===== src/rtl/cplx_pkg.sv =====
// Package for the charlieplexed PWM LED driver.
// Holds register indexes, mode codes, shared types and the pin-mapping functions.
// No dependencies.
package cplx_pkg;

    localparam int NUM_PINS     = 3;
    localparam int NUM_LEDS     = 6;
    localparam int BRIGHT_W     = 8;
    localparam int CFG_IDX_W    = 3;
    localparam int CFG_DATA_W   = 8;
    localparam int PWM_BITS_DEF = 8;

    localparam logic [1:0] MODE_OFF    = 2'd0;
    localparam logic [1:0] MODE_SCAN   = 2'd1;
    localparam logic [1:0] MODE_SINGLE = 2'd2;

    localparam logic [CFG_IDX_W-1:0] REG_MODE       = 3'd0;
    localparam logic [CFG_IDX_W-1:0] REG_SINGLE_LED = 3'd1;
    localparam logic [CFG_IDX_W-1:0] REG_BRIGHT_0   = 3'd2;
    localparam logic [CFG_IDX_W-1:0] REG_BRIGHT_1   = 3'd3;
    localparam logic [CFG_IDX_W-1:0] REG_BRIGHT_2   = 3'd4;
    localparam logic [CFG_IDX_W-1:0] REG_BRIGHT_3   = 3'd5;
    localparam logic [CFG_IDX_W-1:0] REG_BRIGHT_4   = 3'd6;
    localparam logic [CFG_IDX_W-1:0] REG_BRIGHT_5   = 3'd7;

    typedef logic [NUM_PINS-1:0] pin_t;
    typedef logic [BRIGHT_W-1:0] bright_t;

    typedef struct packed {
        logic [1:0]                 mode;
        logic [2:0]                 single_led;
        bright_t [NUM_LEDS-1:0]     brightness;
    } cfg_t;

    typedef struct packed {
        logic [1:0] low_pin;
        pin_t       pin_enable;
        pin_t       pin_level;
    } pin_state_t;

    // k-th of the two pins other than lo, in ascending order
    function automatic logic [1:0] high_pin(input logic [1:0] lo, input logic k);
        logic [1:0] kk;
        kk = {1'b0, k};
        return (kk < lo) ? kk : kk + 2'd1;
    endfunction

    function automatic pin_t pin_bit(input logic [1:0] p);
        return pin_t'(3'b001 << p);
    endfunction

endpackage


===== src/rtl/cplx_if.sv =====
// Channel interfaces for the charlieplexed PWM LED driver: tick input and pin result.
// Depends on cplx_pkg.
interface cplx_tick_if;
    logic valid;
    logic ready;
    logic tick;

    modport source (output valid, output tick, input ready);
    modport sink (input valid, input tick, output ready);
endinterface

interface cplx_pins_if;
    logic             valid;
    logic             ready;
    cplx_pkg::pin_t   drive_enable;
    cplx_pkg::pin_t   drive_level;

    modport source (output valid, output drive_enable, output drive_level, input ready);
    modport sink (input valid, input drive_enable, input drive_level, output ready);
endinterface


===== src/rtl/cplx_cfg_regs.sv =====
// Configuration register file: mode, single LED index and six brightness values.
// Depends on cplx_pkg.
module cplx_cfg_regs (
    input  logic                              clk,
    input  logic                              rst_n,
    input  logic                              cfg_wr_en,
    input  logic [cplx_pkg::CFG_IDX_W-1:0]    cfg_index,
    input  logic [cplx_pkg::CFG_DATA_W-1:0]   cfg_data,
    output cplx_pkg::cfg_t                    cfg
);
    import cplx_pkg::*;

    cfg_t cfg_reg;
    cfg_t cfg_next;

    always_comb
    begin
        cfg_next = cfg_reg;
        if (cfg_wr_en)
        begin
            case (cfg_index)
                REG_MODE:       cfg_next.mode          = cfg_data[1:0];
                REG_SINGLE_LED: cfg_next.single_led    = cfg_data[2:0];
                REG_BRIGHT_0:   cfg_next.brightness[0] = cfg_data[BRIGHT_W-1:0];
                REG_BRIGHT_1:   cfg_next.brightness[1] = cfg_data[BRIGHT_W-1:0];
                REG_BRIGHT_2:   cfg_next.brightness[2] = cfg_data[BRIGHT_W-1:0];
                REG_BRIGHT_3:   cfg_next.brightness[3] = cfg_data[BRIGHT_W-1:0];
                REG_BRIGHT_4:   cfg_next.brightness[4] = cfg_data[BRIGHT_W-1:0];
                REG_BRIGHT_5:   cfg_next.brightness[5] = cfg_data[BRIGHT_W-1:0];
                default:        cfg_next = cfg_reg;
            endcase
        end
    end

    always_ff @(posedge clk or negedge rst_n)
    begin
        if (!rst_n)
            cfg_reg <= '0;
        else
            cfg_reg <= cfg_next;
    end

    assign cfg = cfg_reg;

endmodule


===== src/rtl/cplx_step.sv =====
// Next-state logic for one tick: PWM scan phase update or static pin pattern.
// Depends on cplx_pkg.
module cplx_step #(
    parameter int PWM_BITS = cplx_pkg::PWM_BITS_DEF
) (
    input  cplx_pkg::cfg_t        cfg,
    input  logic                  tick,
    input  logic [PWM_BITS-1:0]   pwm_count,
    input  cplx_pkg::pin_state_t  state,
    output logic [PWM_BITS-1:0]   pwm_count_next,
    output cplx_pkg::pin_state_t  state_next
);
    import cplx_pkg::*;

    localparam int CMP_W = (PWM_BITS > BRIGHT_W) ? PWM_BITS : BRIGHT_W;

    logic                count_zero;
    logic [1:0]          lo;
    pin_t                scan_en;
    pin_t                scan_lvl;
    bright_t             val [2];
    pin_t                hb [2];
    logic [CMP_W-1:0]    count_ext;
    logic [1:0]          s_lo;
    logic [1:0]          s_hi;
    pin_state_t          static_state;

    assign count_zero = (pwm_count == '0);
    assign count_ext  = CMP_W'(pwm_count);

    always_comb
    begin
        lo       = state.low_pin;
        scan_en  = state.pin_enable;
        scan_lvl = state.pin_level;
        if (count_zero)
        begin
            lo       = (state.low_pin >= 2'd2) ? 2'd0 : state.low_pin + 2'd1;
            scan_en  = pin_bit(lo);
            scan_lvl = '0;
        end

        case (lo)
            2'd0:
            begin
                val[0] = cfg.brightness[0];
                val[1] = cfg.brightness[1];
            end
            2'd1:
            begin
                val[0] = cfg.brightness[2];
                val[1] = cfg.brightness[3];
            end
            2'd2:
            begin
                val[0] = cfg.brightness[4];
                val[1] = cfg.brightness[5];
            end
            default:
            begin
                val[0] = '0;
                val[1] = '0;
            end
        endcase

        for (int k = 0; k < 2; k++)
        begin
            hb[k] = pin_bit(high_pin(lo, k[0]));
            if (count_zero && (val[k] != '0))
            begin
                scan_en  = scan_en | hb[k];
                scan_lvl = scan_lvl | hb[k];
            end
            else if (CMP_W'(val[k]) == count_ext)
            begin
                scan_en  = scan_en & ~hb[k];
                scan_lvl = scan_lvl & ~hb[k];
            end
        end
    end

    always_comb
    begin
        s_lo         = cfg.single_led[2:1];
        s_hi         = high_pin(s_lo, cfg.single_led[0]);
        static_state = '{low_pin: state.low_pin, pin_enable: '0, pin_level: '0};
        if ((cfg.mode == MODE_SINGLE) && (cfg.single_led < 3'(NUM_LEDS)))
        begin
            static_state.pin_enable = pin_bit(s_lo) | pin_bit(s_hi);
            static_state.pin_level  = pin_bit(s_hi);
        end
    end

    always_comb
    begin
        if (cfg.mode == MODE_SCAN)
        begin
            if (tick)
            begin
                pwm_count_next = pwm_count + 1'b1;
                state_next     = '{low_pin: lo, pin_enable: scan_en, pin_level: scan_lvl};
            end
            else
            begin
                pwm_count_next = pwm_count;
                state_next     = state;
            end
        end
        else
        begin
            pwm_count_next = '0;
            state_next     = static_state;
        end
    end

endmodule


===== src/rtl/charlieplex_pwm_led_driver.sv =====
// Charlieplexed PWM LED driver top level: six LEDs on three tri-state pins.
// Each accepted tick updates the scan state in the same cycle and the pin
// state register is the result: one tick per clock unless pins stall, and a
// new tick is taken while the previous result waits, as long as the result
// is taken in the same cycle. PWM period is 2^PWM_BITS ticks per phase.
// Depends on cplx_pkg, cplx_if, cplx_cfg_regs and cplx_step.
module charlieplex_pwm_led_driver #(
    parameter int PWM_BITS = cplx_pkg::PWM_BITS_DEF
) (
    input  logic                              clk,
    input  logic                              rst_n,
    input  logic                              cfg_wr_en,
    input  logic [cplx_pkg::CFG_IDX_W-1:0]    cfg_index,
    input  logic [cplx_pkg::CFG_DATA_W-1:0]   cfg_data,
    cplx_tick_if.sink                         ticks,
    cplx_pins_if.source                       pins
);
    import cplx_pkg::*;

    cfg_t                   cfg;
    logic                   accept;
    logic                   valid_reg;
    logic                   valid_next;
    logic [PWM_BITS-1:0]    count_reg;
    logic [PWM_BITS-1:0]    count_next;
    pin_state_t             state_reg;
    pin_state_t             state_next;

    cplx_cfg_regs u_cfg (
        .clk       (clk),
        .rst_n     (rst_n),
        .cfg_wr_en (cfg_wr_en),
        .cfg_index (cfg_index),
        .cfg_data  (cfg_data),
        .cfg       (cfg)
    );

    cplx_step #(
        .PWM_BITS (PWM_BITS)
    ) u_step (
        .cfg            (cfg),
        .tick           (ticks.tick),
        .pwm_count      (count_reg),
        .state          (state_reg),
        .pwm_count_next (count_next),
        .state_next     (state_next)
    );

    assign ticks.ready = !valid_reg || pins.ready;
    assign accept      = ticks.valid && ticks.ready;
    assign valid_next  = accept || (valid_reg && !pins.ready);

    always_ff @(posedge clk or negedge rst_n)
    begin
        if (!rst_n)
        begin
            valid_reg <= 1'b0;
            count_reg <= '0;
            state_reg <= '0;
        end
        else
        begin
            valid_reg <= valid_next;
            if (accept)
            begin
                count_reg <= count_next;
                state_reg <= state_next;
            end
        end
    end

    assign pins.valid        = valid_reg;
    assign pins.drive_enable = state_reg.pin_enable;
    assign pins.drive_level  = state_reg.pin_level & state_reg.pin_enable;

    a_result_follows: assert property (@(posedge clk) disable iff (!rst_n)
        accept |=> pins.valid)
        else $error("transfer accepted without a result");

    a_low_pin_range: assert property (@(posedge clk) disable iff (!rst_n)
        state_reg.low_pin != 2'd3)
        else $error("low pin index out of range");

    a_level_in_enable: assert property (@(posedge clk) disable iff (!rst_n)
        (state_reg.pin_level & ~state_reg.pin_enable) == '0)
        else $error("level set on floating pin");

    a_off_floats: assert property (@(posedge clk) disable iff (!rst_n)
        (accept && (cfg.mode != MODE_SCAN) && (cfg.mode != MODE_SINGLE))
            |=> (state_reg.pin_enable == '0) && (count_reg == '0))
        else $error("pins driven in off mode");

endmodule

===== src/flat_wrapper.sv =====
// flat-port wrapper written by rule: the top's interface ports become plain ports
module charlieplex_pwm_led_driver_flat import cplx_pkg::*;
#(
    parameter int PWM_BITS = cplx_pkg::PWM_BITS_DEF
)
  (clk, rst_n, cfg_wr_en, cfg_index, cfg_data, ticks_valid, ticks_tick, ticks_ready, pins_valid, pins_drive_enable, pins_drive_level, pins_ready);
  cplx_tick_if ticks_i ();
  cplx_pins_if pins_i ();
  input  logic clk;
  input  logic rst_n;
  input  logic cfg_wr_en;
  input  logic [cplx_pkg::CFG_IDX_W-1:0] cfg_index;
  input  logic [cplx_pkg::CFG_DATA_W-1:0] cfg_data;
  input wire logic [$bits(ticks_i.valid)-1:0] ticks_valid;
  input wire logic [$bits(ticks_i.tick)-1:0] ticks_tick;
  output wire logic [$bits(ticks_i.ready)-1:0] ticks_ready;
  output wire logic [$bits(pins_i.valid)-1:0] pins_valid;
  output wire logic [$bits(pins_i.drive_enable)-1:0] pins_drive_enable;
  output wire logic [$bits(pins_i.drive_level)-1:0] pins_drive_level;
  input wire logic [$bits(pins_i.ready)-1:0] pins_ready;
  assign ticks_i.valid = ticks_valid;
  assign ticks_i.tick = ticks_tick;
  assign ticks_ready = ticks_i.ready;
  assign pins_valid = pins_i.valid;
  assign pins_drive_enable = pins_i.drive_enable;
  assign pins_drive_level = pins_i.drive_level;
  assign pins_i.ready = pins_ready;
  charlieplex_pwm_led_driver #(.PWM_BITS(PWM_BITS)) u_core (.clk(clk), .rst_n(rst_n), .cfg_wr_en(cfg_wr_en), .cfg_index(cfg_index), .cfg_data(cfg_data), .ticks(ticks_i), .pins(pins_i));
endmodule

===== config.mk =====
export PLATFORM = sky130hd
export DESIGN_NAME = charlieplex_pwm_led_driver_flat
export DESIGN_NICKNAME = d
export VERILOG_FILES = /design/src/rtl/cplx_pkg.sv /design/src/rtl/cplx_if.sv /design/src/rtl/cplx_cfg_regs.sv /design/src/rtl/cplx_step.sv /design/src/rtl/charlieplex_pwm_led_driver.sv /design/src/flat_wrapper.sv
export SDC_FILE = /design/constraint.sdc
export NUM_CORES = 1
export LEC_CHECK = 0
export ABC_AREA = 1
export BUFFER_PORTS_ARGS = -buffer_cell sky130_fd_sc_hd__buf_2
export CORE_ASPECT_RATIO = 0.5
export CORE_MARGIN = 4
export CORE_UTILIZATION = 61
export DETAILED_ROUTE_END_ITERATION = 16
export PLACE_DENSITY = 0.83
export RECOVER_POWER = 25
export SLEW_MARGIN = 20
export SYNTH_ARGS = -nofsm -noshare
export SYNTH_HDL_FRONTEND = slang
export SYNTH_HIERARCHICAL = 1
export SYNTH_SLANG_ARGS = --single-unit

===== constraint.sdc =====
create_clock -name clk -period 2.9 [get_ports clk]
set_input_delay 0.725 -clock clk [delete_from_list [all_inputs] [get_ports clk]]
set_output_delay 0.725 -clock clk [all_outputs]
set_load 0.05 [all_outputs]

# Word level (Yosys, flattened, before mapping)
# Cells that the tools add are included.
# totals
input_bits,17
regBits,70
out_inout_bits,8
wordCells,97
# op_classes
n_mux,21
n_reduce_logical,24
eq_ne,14
add_sub_neg,3
n_lt_le_gt_ge,5
bitwise,12
shifts,5
# ops
operator,n
16-bit one-hot mux with 3 select lines,1
3-bit two-way mux,10
6-bit two-way mux,3
2-bit AND reduction,9
8-bit equality test,2
8-bit two-way mux,2
8-bit nonzero test,2
3-bit bitwise AND,5
3-bit bitwise OR,5
3-bit equality test (second input constant),4
1-bit by 2-bit << shifter with 3-bit output (first input constant),4
8-bit by 1-bit adder with 8-bit output (second input constant),1
8-bit logical NOT,1
2-bit two-way mux,4
3-bit by 2-bit equality test with 1-bit output (second input constant),2
3-bit inverter,2
1-bit logical AND,5
2-bit by 1-bit equality test with 1-bit output (second input constant),2
2-bit equality test (second input constant),2
1-bit by 2-bit less-than comparator with 1-bit output (first input constant),2
3-bit by 1-bit equality test with 1-bit output (second input constant),1
3-bit logical NOT,1
3-bit less-than comparator (second input constant),1
3-bit AND reduction,1
other kinds (10),12

# Longest topological paths before layout
# depth
ltp_word,15
ltp_mapped,24
mapped_depth_nobuf,23

# Modules after synthesis
# The synthesis kept the hierarchy.
# modules_own_cells
module,seq_area_each_um2,n_inst,cells_per_inst,area_per_inst_um2
cplx_cfg_regs,1326.3,1,244,2090.8
cplx_step,0.0,1,290,1402.6
charlieplex_pwm_led_driver,425.4,1,83,738.2

# Worst setup path before layout
# OpenSTA, ideal clock, no wires.
# synth_timing
path_type,reg2reg
start,register u_core.count_reg[0]
end,register u_core.state_reg (netlist bit u_core/pins.drive_enable[1])
stages_incl_launch_ff,23
synth_period_minus_slack_ns,2.467
arrival_ns,2.350
setup_ns,0.117
n_path_buf,1
required_ns,2.783
path_slack_ns,0.433
path_cell_list,dfrtp_1 -> inv_1 -> ha_1 -> nand2_1 -> nor2_4 -> nand2_4 -> nand2_2 -> nand2_4 -> nor2_4 -> buf_6 -> inv_2 -> nor2_1 -> nor2_1 -> xor2_1 -> nand2_1 -> nor2_1 -> nand3_1 -> nand2_1 -> nand2_1 -> nand2_1 -> nand2_1 -> nand3_1 -> nand2_1
# synth_rtl
item,line_no,source
from (decl),charlieplex_pwm_led_driver.sv:24,logic [PWM_BITS-1:0] count_reg;
from (signal assigned),charlieplex_pwm_led_driver.sv:66,count_reg <= count_next;
to (signal assigned),charlieplex_pwm_led_driver.sv:67,state_reg <= state_next;
to (decl),charlieplex_pwm_led_driver.sv:26,pin_state_t state_reg;

==> results_dict.tcl <==
set metrics [dict create \
    r2r-end "u_core/state_reg[1]$_DFFE_PN0P_" \
    drt-wirelength-per-cell_um 16.7 \
    synth_edf_count 0 \
    synth.top_cell.area_share_pct 41.4 \
    holdCritStartpoint "u_core/u_cfg/cfg[41]$_DFFE_PN0P_" \
    via_per_inst 5.88 \
    power_density_mw_per_mm2 960 \
    clock-sinks 70 \
    ys.flop_type "dfrtp_1" \
    grt_pass1_vias 3962 \
    finalSetupTns_ps 0 \
    async_flop_share_pct 100 \
    hold_violations 0 \
    netlist_top_cells_count "nand2_1 (292), nand3_1 (80), dfrtp_1 (70)" \
    diodes 0 \
    drive_gt1_share_pct 17.6 \
    postSynthCellCount 617 \
    yosysSeqAreaShare_pct 41.4 \
    start_kind "flop" \
    min_period_over_period_pct 95.2 \
    first_iter_violations 630 \
    cts_root_buf "clkbuf_16" \
    total_power_mw 4.85 \
    setup_viol 0 \
    slew-limit-headroom_pct 20.0 \
    die_w_um 126 \
    drc 0 \
    synthMostInstantiatedCell "nand2_1" \
    hold_end "u_core/u_cfg/cfg[41]$_DFFE_PN0P_" \
    fillCellCount 536 \
    required_ps 3120 \
    r2r_setup_slack_ps 140 \
    grt_antenna_before_repair 0 \
    wl_um 12600 \
    io_buffers 24 \
    track_usage_pct 31.0 \
    syn2layout_area_growth_pct 19.3 \
    cts_tree "built" \
    worstPathArrival_ps 2980 \
    grt_max_degree 49 \
    clkTransAtPathRegs_ps 60 \
    crit_path_end_kind "flop" \
    worst_slack_ps 140 \
    rows 21 \
    yosysUniqueCellTypes 29 \
    dieHeight_um 66.9 \
    globalplace.congestion 1.00 \
    yosys.area.top_type "dfrtp_1" \
    tightest_slew_ps 1200 \
    drt.antenna.violating_nets 0 \
    fin_crit_ps 2760 \
    path_class "reg2reg" \
    vdd.ir_drop.worst_mv 0.468 \
    start_util_pct 63.2 \
    pin_count 25 \
    cts_made_buffers 9 \
    final_max_slew_viol_count 0 \
    status "complete, no violations" \
    min_path_cells 2 \
    place_hpwl_um 8570 \
    insertion_delay_ps 340 \
    crit_fanout 10 \
    syn_avg_cell_area_um2 6.86 \
    first_pass_iters 5 \
    overflow 0 \
    cts_buffer_depth 2 \
    reg2reg_depth 17 \
    r2r-start "u_core/count_reg[5]$_DFFE_PN0P_" \
    place_ws_ps -51.7 \
    min_path_type "reg2reg" \
    htreeDepth 3 \
    yosys-top-cells-area "dfrtp_1 (41%), nand2_1 (26%), nand3_1 (9.5%), inv_1 (3.1%), nor2_1 (2.5%)" \
    final_cell_count_no_fill 758 \
    synth_seq_cells 70 \
    syn_area_mm2 0.00423 \
    coreArea_mm2 0.00670 \
    dp.cells 732 \
    cts_hold_buf 0 \
    syn_nets 638 \
    maxCapViolCount 0 \
    nNetsFinal 683 \
    p_leak_nw 2.76 \
    skew_ps 8.64 \
    max_freq_ghz 0.362 \
    die_area_mm2 0.00841 \
    vias 4454 \
    ys.warnings.count 6 \
    grt_pass1_wl_um 20200 \
    largest_reg_flops 53 \
]
-- kinds of logic (layout without fill, tap and decap cells) --
kind of cell    after synthesis  in the layout  synth area share (%)
compound gates               33             33                  4.05
xor+xnor                      4              4                 0.828
fa+ha+maj                     4              4                  1.18
buf+inv                      60            108                  6.53
flops                        70             70                  41.4
simple gates                446            447                  46.0
-- area by class of cell --
type,instances,area [um^2],share of cell area [%]
flip-flops and latches,70,1750,34.7
inverters,44,165,3.27
repair buffers,49,337,6.67
multi-input cells,488,2330,46.2
well taps,92,115,2.28
clock inverters,5,108,2.13
clock buffers,10,239,4.73
-- through the flow --
step | hold WS [ps] | cell area, um^2 | util, %
5_1_grt | 498 | 5050 | 75.4
4_1_cts | 377 | 4860 | 72.6
6_report | 472 | 5050 | 75.4
3_5_place_dp | 461 | 4480 | 66.9
3_3_place_gp | 454 | 4480 | 66.9
2_1_floorplan | 429 | 4230 | -
-- worst max-delay path, cell delays in order, from the launching register on --
cell	delay, ps
dfrtp_1	510
inv_2	100
nand2_1	50
nor2_1	210
nand3_2	180
nand2_8	170
nor2_4	80
buf_12	140
nand2_1	70
nand3_1	160
nor3_2	160
nand4_1	260
a21oi_2	240
nand2_1	80
nand2_1	60
nand2_1	40
nand3_1	70
nand2_1	60
-- cells in the final DEF, fill, tap and decap left out, types with 2 or more instances in the layout --
master     synthesis  layout
nand2_2            7       9
a21oi_1           16      15
ha_1               4       3
nor2_1            28      24
buf_12             0       2
clkbuf_16          0       9
nand3_2            1       9
nand2_4            5       6
o21ai_0           13      13
buf_2              3      23
inv_1             35      33
clkinv_4           0       2
buf_6              2       2
nand4_1           15      15
nor2_4             6      11
buf_4              8      20
nor3_1             6       5
inv_2              8      10
nand2_1          292     288
bufinv_16          0       3
xor2_1             4       4
nand3_1           80      72
dfrtp_1           70      70
nor2_2             4       4
-- report_power, final --
part           leakage [nW]  switching (mW)  internal, mW
combinational          1.69            1.46         0.795
sequential            0.895           0.150          1.16
clock                 0.169           0.424         0.861
total                  2.76            2.04          2.81
-- how the worst max path moves through the flow --
stage	start	end	slack [ps]
final	u_core/count_reg[5]$_DFFE_PN0P_	u_core/state_reg[1]$_DFFE_PN0P_	140
after global routing	u_core/count_reg[1]$_DFFE_PN0P_	u_core/state_reg[0]$_DFFE_PN0P_	-60
after CTS	u_core/count_reg[1]$_DFFE_PN0P_	u_core/pins.drive_enable[2]$_DFFE_PN0P_	30
after detailed placement	u_core/count_reg[1]$_DFFE_PN0P_	u_core/pins.drive_enable[2]$_DFFE_PN0P_	-50
after global placement	u_core/count_reg[1]$_DFFE_PN0P_	u_core/pins.drive_enable[2]$_DFFE_PN0P_	-3
after floorplan	u_core/count_reg[0]$_DFFE_PN0P_	u_core/pins.drive_enable[1]$_DFFE_PN0P_	430
-- what timing repair did --
action / 4_1_cts / 5_1_grt
resized for setup: 0 / 32
endpoints found under the setup margin: 4 / 6
pin swaps: 1 / 15
gates cloned: 0 / 1
setup buffers: 3 / 7
-- layer usage --
metal	part of all wire [%]	up-vias	wire length, um	GRT usage (%)
li1	-	2078	-	-
met1	43	2071	5400	44.3
met2	43	271	5450	46.1
met3	12	34	1510	7.53
met4	2.2	0	274	11.1
met5	0	-	0	0
Power figures use the tool's default switching activity.
